### config.mk
export PLATFORM = sky130hd
export DESIGN_NAME = decimal_line_to_seven_segment_core_flat
export DESIGN_NICKNAME = d
export VERILOG_FILES = /design/src/rtl/dl7s_pkg.sv /design/src/rtl/dl7s_if.sv /design/src/rtl/dl7s_parse.sv /design/src/rtl/decimal_line_to_seven_segment_core.sv /design/src/flat_wrapper.sv
export VERILOG_INCLUDE_DIRS = /design/src /design/src/rtl
export SDC_FILE = /design/constraint.sdc
export NUM_CORES = 1
export LEC_CHECK = 0
export ABC_AREA = 1
export BUFFER_PORTS_ARGS = -buffer_cell sky130_fd_sc_hd__buf_4
export CAP_MARGIN = 5
export CORE_ASPECT_RATIO = 0.9
export CORE_MARGIN = 5
export CORE_UTILIZATION = 46
export CTS_CLUSTER_DIAMETER = 200
export DETAILED_ROUTE_END_ITERATION = 8
export GPL_TIMING_DRIVEN = 0
export PLACE_DENSITY = 0.68
export REMOVE_ABC_BUFFERS = 1
export SYNTH_ARGS = -nofsm -noshare
export SYNTH_HDL_FRONTEND = slang
export SYNTH_SLANG_ARGS = --single-unit
### constraint.sdc
create_clock -name clock -period 2.3 [get_ports clock]
set_input_delay 0.115 -clock clock [delete_from_list [all_inputs] [get_ports clock]]
set_output_delay 0.115 -clock clock [all_outputs]
set_load 0.01 [all_outputs]
### src/rtl/decimal_line_to_seven_segment_core_defines.svh
// ---------------------------------------------------------------------------
// Assertion macros for the decimal line to 7-segment core
// Concurrent checks on clock, disabled under reset or always active;
// they compile to nothing when SYNTHESIS is defined.
// ---------------------------------------------------------------------------
`ifndef DECIMAL_LINE_TO_SEVEN_SEGMENT_CORE_DEFINES_SVH
`define DECIMAL_LINE_TO_SEVEN_SEGMENT_CORE_DEFINES_SVH

`ifndef SYNTHESIS
`define DL7S_ASSERT(label, prop, msg) \
   label: assert property (@(posedge clock) disable iff (reset) prop) else $error(msg);
`define DL7S_ASSERT_ALWAYS(label, prop, msg) \
   label: assert property (@(posedge clock) prop) else $error(msg);
`else
`define DL7S_ASSERT(label, prop, msg)
`define DL7S_ASSERT_ALWAYS(label, prop, msg)
`endif

`endif

### src/rtl/dl7s_pkg.sv
// ---------------------------------------------------------------------------
// dl7s_pkg
// Shared widths, codes, types and segment lookup for the decimal line
// to 7-segment core.
// ---------------------------------------------------------------------------
`timescale 1ns / 1ps
`default_nettype none

package dl7s_pkg;

   localparam int BYTE_W   = 8;
   localparam int SEG_W    = 8;
   localparam int VALUE_W  = 14;
   localparam int STATUS_W = 2;
   localparam int DIGITS   = 4;

   // status codes
   localparam logic [STATUS_W-1:0] STATUS_NUMBER = 2'd0;
   localparam logic [STATUS_W-1:0] STATUS_ERROR  = 2'd1;
   localparam logic [STATUS_W-1:0] STATUS_NODATA = 2'd2;

   // op codes
   localparam logic OP_BYTE   = 1'b0;
   localparam logic OP_NODATA = 1'b1;

   // characters
   localparam logic [BYTE_W-1:0] CH_LF    = 8'h0A;
   localparam logic [BYTE_W-1:0] CH_TAB   = 8'h09;
   localparam logic [BYTE_W-1:0] CH_VT    = 8'h0B;
   localparam logic [BYTE_W-1:0] CH_FF    = 8'h0C;
   localparam logic [BYTE_W-1:0] CH_CR    = 8'h0D;
   localparam logic [BYTE_W-1:0] CH_SPACE = 8'h20;
   localparam logic [BYTE_W-1:0] CH_PLUS  = 8'h2B;
   localparam logic [BYTE_W-1:0] CH_MINUS = 8'h2D;
   localparam logic [BYTE_W-1:0] CH_ZERO  = 8'h30;
   localparam logic [BYTE_W-1:0] CH_NINE  = 8'h39;

   // segment patterns
   localparam logic [SEG_W-1:0] SEG_BLANK = 8'h00;
   localparam logic [SEG_W-1:0] SEG_ERR   = 8'h79;
   localparam logic [SEG_W-1:0] SEG_ND0   = 8'h5E;
   localparam logic [SEG_W-1:0] SEG_ND1   = 8'h5F;
   localparam logic [SEG_W-1:0] SEG_ND2   = 8'h78;
   localparam logic [SEG_W-1:0] SEG_ND3   = 8'h80;

   typedef enum logic [3:0] {
      PH_WS     = 4'b0001,
      PH_SIGN   = 4'b0010,
      PH_DIGITS = 4'b0100,
      PH_DONE   = 4'b1000
   } phase_type;

   typedef struct packed {
      logic                         negative;
      logic                         saturated;  // value is 10000 or more
      logic [VALUE_W-1:0]           value;      // binary, valid when not saturated
      logic [DIGITS-1:0][3:0]       digits;     // BCD, [3] is thousands
   } parse_state_type;

   typedef struct packed {
      logic [SEG_W-1:0]    seg_pos0;
      logic [SEG_W-1:0]    seg_pos1;
      logic [SEG_W-1:0]    seg_pos2;
      logic [SEG_W-1:0]    seg_pos3;
      logic [VALUE_W-1:0]  shown_value;
      logic [STATUS_W-1:0] status;
   } rsp_payload_type;

   function automatic logic [SEG_W-1:0] seg_of_digit(input logic [3:0] d);
      logic [SEG_W-1:0] s;
      case (d)
         4'd0:    s = 8'h3F;
         4'd1:    s = 8'h06;
         4'd2:    s = 8'h5B;
         4'd3:    s = 8'h4F;
         4'd4:    s = 8'h66;
         4'd5:    s = 8'h6D;
         4'd6:    s = 8'h7D;
         4'd7:    s = 8'h07;
         4'd8:    s = 8'h7F;
         4'd9:    s = 8'h6F;
         default: s = SEG_BLANK;
      endcase
      return s;
   endfunction

   function automatic logic is_blank(input logic [BYTE_W-1:0] c);
      return (c == CH_SPACE) || (c == CH_TAB) || (c == CH_VT) ||
             (c == CH_FF) || (c == CH_CR);
   endfunction

   function automatic rsp_payload_type nodata_payload();
      rsp_payload_type p;
      p.seg_pos0    = SEG_ND0;
      p.seg_pos1    = SEG_ND1;
      p.seg_pos2    = SEG_ND2;
      p.seg_pos3    = SEG_ND3;
      p.shown_value = '0;
      p.status      = STATUS_NODATA;
      return p;
   endfunction

   // Right-aligned digits, leading zeros blanked; all SEG_ERR if saturated or below zero.
   function automatic rsp_payload_type render_line(input parse_state_type st);
      rsp_payload_type p;
      logic            err;
      logic            zero3;
      logic            zero32;
      logic            zero321;
      err     = st.saturated || (st.negative && (st.value != '0));
      zero3   = (st.digits[3] == 4'd0);
      zero32  = zero3 && (st.digits[2] == 4'd0);
      zero321 = zero32 && (st.digits[1] == 4'd0);
      if (err) begin
         p.seg_pos0    = SEG_ERR;
         p.seg_pos1    = SEG_ERR;
         p.seg_pos2    = SEG_ERR;
         p.seg_pos3    = SEG_ERR;
         p.shown_value = '0;
         p.status      = STATUS_ERROR;
      end else begin
         p.seg_pos0    = zero3   ? SEG_BLANK : seg_of_digit(st.digits[3]);
         p.seg_pos1    = zero32  ? SEG_BLANK : seg_of_digit(st.digits[2]);
         p.seg_pos2    = zero321 ? SEG_BLANK : seg_of_digit(st.digits[1]);
         p.seg_pos3    = seg_of_digit(st.digits[0]);
         p.shown_value = st.value;
         p.status      = STATUS_NUMBER;
      end
      return p;
   endfunction

endpackage

`default_nettype wire

### src/rtl/dl7s_if.sv
// ---------------------------------------------------------------------------
// dl7s channel interfaces
// Valid/ready channels for received bytes and display results.
// ---------------------------------------------------------------------------
`timescale 1ns / 1ps
`default_nettype none

interface dl7s_req_if;
   import dl7s_pkg::*;
   logic              valid;
   logic              ready;
   logic              op;
   logic [BYTE_W-1:0] rx_byte;

   modport source (output valid, output op, output rx_byte, input ready);
   modport sink   (input valid, input op, input rx_byte, output ready);
endinterface

interface dl7s_rsp_if;
   import dl7s_pkg::*;
   logic                valid;
   logic                ready;
   logic [SEG_W-1:0]    seg_pos0;
   logic [SEG_W-1:0]    seg_pos1;
   logic [SEG_W-1:0]    seg_pos2;
   logic [SEG_W-1:0]    seg_pos3;
   logic [VALUE_W-1:0]  shown_value;
   logic [STATUS_W-1:0] status;

   modport source (output valid, output seg_pos0, output seg_pos1, output seg_pos2,
                   output seg_pos3, output shown_value, output status, input ready);
   modport sink   (input valid, input seg_pos0, input seg_pos1, input seg_pos2,
                   input seg_pos3, input shown_value, input status, output ready);
endinterface

`default_nettype wire

### src/rtl/dl7s_parse.sv
// ---------------------------------------------------------------------------
// dl7s_parse
// Line parser state: leading blanks, optional sign, decimal digits kept
// in binary and BCD, saturating once the value reaches 10000.
// ---------------------------------------------------------------------------
`timescale 1ns / 1ps
`default_nettype none
`include "decimal_line_to_seven_segment_core_defines.svh"

module dl7s_parse (
   input  wire                             clock,
   input  wire                             reset,
   input  wire                             step_i,
   input  wire                             op_i,
   input  wire [dl7s_pkg::BYTE_W-1:0]      byte_i,
   output dl7s_pkg::parse_state_type       state_o
);
   import dl7s_pkg::*;

   phase_type       phase_ff, phase_in;
   parse_state_type state_ff, state_in;

   logic                is_digit;
   logic [3:0]          digit_val;
   logic [VALUE_W+2:0]  acc_wide;
   parse_state_type     acc_state;

   assign is_digit  = (byte_i >= CH_ZERO) && (byte_i <= CH_NINE);
   assign digit_val = 4'(byte_i - CH_ZERO);

   // value * 10 + digit
   assign acc_wide = {state_ff.value, 3'b000} + {2'b00, state_ff.value, 1'b0}
                     + (VALUE_W+3)'(digit_val);

   always_comb begin
      acc_state           = state_ff;
      acc_state.value     = acc_wide[VALUE_W-1:0];
      acc_state.digits    = {state_ff.digits[2:0], digit_val};
      // a nonzero thousands digit shifted out means 10000 or more
      acc_state.saturated = state_ff.saturated || (state_ff.digits[3] != 4'd0);
   end

   always_comb begin
      phase_in = phase_ff;
      state_in = state_ff;
      if (step_i && (op_i == OP_BYTE)) begin
         if (byte_i == CH_LF) begin
            phase_in = PH_WS;
            state_in = '0;
         end else begin
            case (phase_ff)
               PH_WS: begin
                  if (is_blank(byte_i)) begin
                     phase_in = PH_WS;
                  end else if ((byte_i == CH_PLUS) || (byte_i == CH_MINUS)) begin
                     state_in.negative = (byte_i == CH_MINUS);
                     phase_in          = PH_SIGN;
                  end else if (is_digit) begin
                     state_in        = '0;
                     state_in.value  = VALUE_W'(digit_val);
                     state_in.digits = {12'd0, digit_val};
                     phase_in        = PH_DIGITS;
                  end else begin
                     phase_in = PH_DONE;
                  end
               end
               PH_SIGN, PH_DIGITS: begin
                  if (is_digit) begin
                     state_in = acc_state;
                     phase_in = PH_DIGITS;
                  end else begin
                     phase_in = PH_DONE;
                  end
               end
               default: phase_in = phase_ff;
            endcase
         end
      end
   end

   always_ff @(posedge clock) begin
      if (reset) begin
         phase_ff <= PH_WS;
         state_ff <= '0;
      end else begin
         phase_ff <= phase_in;
         state_ff <= state_in;
      end
   end

   assign state_o = state_ff;

   `DL7S_ASSERT(a_newline_clears,
      step_i && (op_i == OP_BYTE) && (byte_i == CH_LF) |=>
      (phase_ff == PH_WS) && (state_ff == '0),
      "newline did not clear the parse state")
   `DL7S_ASSERT(a_nodata_keeps_state,
      step_i && (op_i == OP_NODATA) |=> $stable(state_ff) && $stable(phase_ff),
      "no-data transaction changed the parse state")
   `DL7S_ASSERT(a_saturation_sticks,
      state_ff.saturated && !(step_i && (op_i == OP_BYTE) && (byte_i == CH_LF)) |=>
      state_ff.saturated,
      "saturation dropped before end of line")

endmodule

`default_nettype wire

### src/rtl/decimal_line_to_seven_segment_core.sv
// ---------------------------------------------------------------------------
// decimal_line_to_seven_segment_core
// Parses newline-ended decimal lines from a byte stream and drives four
// 7-segment codes with the value, an error pattern or a no-data pattern.
// ---------------------------------------------------------------------------
// Takes one transaction per clock on req_bus while req_bus.ready is high:
// a received byte (op 0) or a no-data event (op 1). Each line is read like
// atoi (leading blanks, an optional sign, digits, rest ignored); the newline
// byte produces one rsp_bus transaction with the right-aligned digits, or
// EEEE for negative or >9999 values, and a no-data event produces the fixed
// no-data pattern. Other bytes produce nothing. A result passes through the
// input register, then the result register, before rsp valid rises. A stall
// on rsp_bus blocks req_bus only once a result-producing transaction sits in
// the input register behind the held result.
`timescale 1ns / 1ps
`default_nettype none
`include "decimal_line_to_seven_segment_core_defines.svh"

module decimal_line_to_seven_segment_core (
   input  wire         clock,
   input  wire         reset,
   dl7s_req_if.sink    req_bus,
   dl7s_rsp_if.source  rsp_bus
);
   import dl7s_pkg::*;

   logic              s1_valid_ff, s1_valid_in;
   logic              s1_op_ff;
   logic [BYTE_W-1:0] s1_byte_ff;

   logic              rsp_valid_ff, rsp_valid_in;
   rsp_payload_type   rsp_data_ff;

   logic              s1_result;
   logic              out_free;
   logic              s1_fire;
   logic              req_fire;
   parse_state_type   parse_state;
   rsp_payload_type   result;

   assign s1_result = (s1_op_ff == OP_NODATA) || (s1_byte_ff == CH_LF);
   assign out_free  = !rsp_valid_ff || rsp_bus.ready;
   assign s1_fire   = s1_valid_ff && (!s1_result || out_free);
   assign req_bus.ready = !s1_valid_ff || s1_fire;
   assign req_fire  = req_bus.valid && req_bus.ready;

   dl7s_parse u_parse (
      .clock   (clock),
      .reset   (reset),
      .step_i  (s1_fire),
      .op_i    (s1_op_ff),
      .byte_i  (s1_byte_ff),
      .state_o (parse_state)
   );

   // result uses the state before this transaction updates it
   assign result = (s1_op_ff == OP_NODATA) ? nodata_payload() : render_line(parse_state);

   always_comb begin
      s1_valid_in = s1_valid_ff;
      if (req_fire) begin
         s1_valid_in = 1'b1;
      end else if (s1_fire) begin
         s1_valid_in = 1'b0;
      end
      rsp_valid_in = rsp_valid_ff;
      if (s1_fire && s1_result) begin
         rsp_valid_in = 1'b1;
      end else if (rsp_bus.ready) begin
         rsp_valid_in = 1'b0;
      end
   end

   always_ff @(posedge clock) begin
      if (reset) begin
         s1_valid_ff  <= 1'b0;
         rsp_valid_ff <= 1'b0;
      end else begin
         s1_valid_ff  <= s1_valid_in;
         rsp_valid_ff <= rsp_valid_in;
      end
   end

   always_ff @(posedge clock) begin
      if (req_fire) begin
         s1_op_ff   <= req_bus.op;
         s1_byte_ff <= req_bus.rx_byte;
      end
      if (s1_fire && s1_result) begin
         rsp_data_ff <= result;
      end
   end

   assign rsp_bus.valid       = rsp_valid_ff;
   assign rsp_bus.seg_pos0    = rsp_data_ff.seg_pos0;
   assign rsp_bus.seg_pos1    = rsp_data_ff.seg_pos1;
   assign rsp_bus.seg_pos2    = rsp_data_ff.seg_pos2;
   assign rsp_bus.seg_pos3    = rsp_data_ff.seg_pos3;
   assign rsp_bus.shown_value = rsp_data_ff.shown_value;
   assign rsp_bus.status      = rsp_data_ff.status;

   `DL7S_ASSERT(a_result_reaches_output,
      s1_fire && s1_result |=> rsp_valid_ff,
      "result-producing transaction did not reach the output register")
   `DL7S_ASSERT(a_plain_byte_no_result,
      s1_fire && !s1_result && rsp_valid_ff && rsp_bus.ready |=> !rsp_valid_ff,
      "ordinary byte produced a result")
   `DL7S_ASSERT(a_no_overwrite,
      s1_fire && s1_result |-> !rsp_valid_ff || rsp_bus.ready,
      "held result overwritten")

endmodule

`default_nettype wire
### src/flat_wrapper.sv
// flat-port wrapper written by rule: the top's interface ports become plain ports
module decimal_line_to_seven_segment_core_flat import dl7s_pkg::*;
  (clock, reset, req_bus_valid, req_bus_op, req_bus_rx_byte, req_bus_ready, rsp_bus_valid, rsp_bus_seg_pos0, rsp_bus_seg_pos1, rsp_bus_seg_pos2, rsp_bus_seg_pos3, rsp_bus_shown_value, rsp_bus_status, rsp_bus_ready);
  dl7s_req_if req_bus_i ();
  dl7s_rsp_if rsp_bus_i ();
  input  wire clock;
  input  wire reset;
  input wire logic [$bits(req_bus_i.valid)-1:0] req_bus_valid;
  input wire logic [$bits(req_bus_i.op)-1:0] req_bus_op;
  input wire logic [$bits(req_bus_i.rx_byte)-1:0] req_bus_rx_byte;
  output wire logic [$bits(req_bus_i.ready)-1:0] req_bus_ready;
  output wire logic [$bits(rsp_bus_i.valid)-1:0] rsp_bus_valid;
  output wire logic [$bits(rsp_bus_i.seg_pos0)-1:0] rsp_bus_seg_pos0;
  output wire logic [$bits(rsp_bus_i.seg_pos1)-1:0] rsp_bus_seg_pos1;
  output wire logic [$bits(rsp_bus_i.seg_pos2)-1:0] rsp_bus_seg_pos2;
  output wire logic [$bits(rsp_bus_i.seg_pos3)-1:0] rsp_bus_seg_pos3;
  output wire logic [$bits(rsp_bus_i.shown_value)-1:0] rsp_bus_shown_value;
  output wire logic [$bits(rsp_bus_i.status)-1:0] rsp_bus_status;
  input wire logic [$bits(rsp_bus_i.ready)-1:0] rsp_bus_ready;
  assign req_bus_i.valid = req_bus_valid;
  assign req_bus_i.op = req_bus_op;
  assign req_bus_i.rx_byte = req_bus_rx_byte;
  assign req_bus_ready = req_bus_i.ready;
  assign rsp_bus_valid = rsp_bus_i.valid;
  assign rsp_bus_seg_pos0 = rsp_bus_i.seg_pos0;
  assign rsp_bus_seg_pos1 = rsp_bus_i.seg_pos1;
  assign rsp_bus_seg_pos2 = rsp_bus_i.seg_pos2;
  assign rsp_bus_seg_pos3 = rsp_bus_i.seg_pos3;
  assign rsp_bus_shown_value = rsp_bus_i.shown_value;
  assign rsp_bus_status = rsp_bus_i.status;
  assign rsp_bus_i.ready = rsp_bus_ready;
  decimal_line_to_seven_segment_core u_core (.clock(clock), .reset(reset), .req_bus(req_bus_i), .rsp_bus(rsp_bus_i));
endmodule
==> flow_summary.ini <==
[timing]
setup_slack_ns = -0.158
finalMaxSlewViolations = 0
setup_violations = 31
maxSlewHeadroom_pct = 32.0
hold_violations = 0
finClkSkew_ns = 0.00645
worst_slew_pin_slew_ns = 1.02
period_minus_slack_ns = 2.46
fmax_mhz = 407
timing.final.crit_share_pct = 107
rsz0062_at_grt = yes

[global_routing]
grt.overflow.total = 0
grt_start_max_net_pins = 46
grt_first_pass_wirelength_mm = 25.3
grt_pass1_vias = 5390
grt_usage_pct = 19.5
antenna_found_initial = 0

[floorplan]
die_w_um = 132
row_count = 40
die_h_um = 120
die-area_um2 = 15900
initial_core_util_pct = 46.7
core_area_um2 = 13300
io_pins = 63

[worst_setup_path]
reg2regPathDepth = 17
crit_fanout = 8
start_kind = register
reg2reg_from = u_core.s1_byte_ff[2]
crit_type = register to register
required_ns = 2.66
timing.critical_path.from = u_core.s1_byte_ff[2]
worst_setup_path_end_kind = register
critPathArrivalTime_ns = 2.82
r2r_slack_ns = -0.16

[clock_tree]
clock_latency_ns = 0.42
root_buffer = clkbuf_16
clockBufferDepth = 2
cts_tree = done
h-tree-depth = 4
path_clk_slew_ns = 0.05
cts_num_sinks = 118
cts_buffers = 17

[pwr]
p_leak_nw = 3.97
powerDensity_nw_per_um2 = 611
peakVddDrop_mv = 0.536

[drt]
wl_per_cell_um = 15.1
drtIter0Drc = 261
routed_wl_mm = 16.0
vias = 5499
drc = 0
vias_per_cell = 5.19
drtAntennaViolNets = 0
first_pass_iters = 5

[synth]
ys_types = 44
ys_seq_elements = 118
synth_edf_count = 53
ys.flop_type = dfxtp_1
synth-warning-count = 0
async_flop_share_pct = 0
synth_area_um2 = 6200
synth_area_leaders = edfxtp_1 (26%), dfxtp_1 (21%), nand2_1 (13%)
synth_top_area_share_pct = 25.7
syn_inst = 733
yosysTopAreaCell = edfxtp_1
synth_seq_area_share_pct = 46.7
syn_area_per_cell_um2 = 8.46

[run_status]
violations = setup timing
status = complete, but fails checks

[layout]
fin_cells = 1059
syn_to_final_growth_pct = 40.7
ff_latch_area_um2 = 2890
diodes = 0
layout_common_cells = nand2_1 (196), buf_4 (113), inv_1 (72), dfxtp_1 (64), edfxtp_1 (53)
drive_gt1_share_pct = 34.5
multi_input_area_um2 = 3390
fillers = 939
mostFrequentLayoutCell = nand2_1
final_nets = 939

[placed_design]
place_inst = 943
hpwl_mm = 9.08
port_buffers = 59
dp_slack_ns = -0.835
gp_congestion = 0.857

[run]
maxCapViolCount = 0

[min_path]
hp-class = input port to register
-- Yosys cell counts, types with 5 or more instances --
library cell and count:
nand2_1 214, inv_1 96, dfxtp_1 65, edfxtp_1 53, nor2_1 49, ha_1 46, nand3_1 37, a21oi_1 25
nand4_1 25, o21ai_0 16, nand3_2 11, nand2_2 9, clkbuf_1 8, inv_2 7, nor2_2 7, nor3_1 7
nand2_4 5
-- routing by layer --
layer	wire (µm)	track usage, %
met1	6610	22.9
met2	7840	33.5
met3	982	5.16
met4	557	8.33
met5	0	0
-- final cells by class --
cell class                 count  share of cell area [%]
sequential                   118                    33.2
multi-input combinational    494                    38.9
clock buffer                  21                    5.39
timing repair buffer         141                    13.4
inverter                     105                    4.92
clock inverter                11                    1.69
timing repair inverter         1                  0.0861
tap                          168                    2.41
-- how the worst min path moves through the flow --
stage,slack [ns],end,from,cells past startpoint
2_1_floorplan,0.18,u_core.s1_valid_ff,reset,1
3_3_place_gp,0.29,u_core.s1_byte_ff[5],req_bus_rx_byte[5],1
3_5_place_dp,0.29,u_core.s1_byte_ff[6],req_bus_rx_byte[6],1
4_1_cts,0.005,u_core.u_parse.state_o[27],reset,2
5_1_grt,0.04,u_core.u_parse.state_o[27],reset,2
6_report,0.04,u_core.u_parse.state_o[27],reset,2
-- what timing repair did --
action,CTS,global route
resized for setup,109,57
setup endpoints to repair,125,122
setup buffers,57,15
gates cloned,1,1
hold buffers,10,0
pin swaps,65,41
endpoints found under the hold margin,10,0
-- critical path: stages (launching register included) --
cell and delay (ns):
edfxtp_1 0.43, inv_2 0.11, nand2_4 0.06, nor2_4 0.16
nand2_8 0.10, nand3_4 0.09, nand4_4 0.19, nor2_8 0.21
buf_6 0.13, nor2_2 0.04, nor2_4 0.21, inv_4 0.09
buf_4 0.15, buf_6 0.11, ha_4 0.14, nand2_1 0.05
nand2_1 0.06, nand2_1 0.07
-- power breakdown --
| group | switching [W] | leakage (nW) | total, W | internal [W] |
|---|---|---|---|---|
| combinational | 0.000194 | 2.65 | 0.000329 | 0.000136 |
| sequential | 0.0000197 | 1.03 | 0.00225 | 0.00224 |
| clock | 0.000954 | 0.292 | 0.00274 | 0.00179 |
| total | 0.00117 | 3.97 | 0.00533 | 0.00416 |
-- kinds of logic after synthesis --
kind of cell               share of synthesized area (%)
and+or+nand+nor                                     29.5
buffers and inverters                               8.17
DFF                                                 46.7
AOI/OAI and AO/OA                                   4.98
adders and majority gates                           9.93
xor gates and xnor gates                           0.706
other                                             0.0605
-- stage by stage --
stage	instance area (µm²)	hold WS [ns]	util, %	TNS (ns)	power (W)
after detailed placement	6750	0.295	50.9	-48.40	0.00252
after global placement	6750	0.293	50.9	-66.11	0.00251
final	8720	0.0393	65.8	-2.87	0.00533
after global routing	8720	0.0404	65.8	-7.72	0.00547
after floorplan	6090	0.184	-	-0.647	0.00243
after CTS	8360	0.00514	63.0	-2.70	0.00531
No activity file was read; power rests on OpenSTA's default activity.
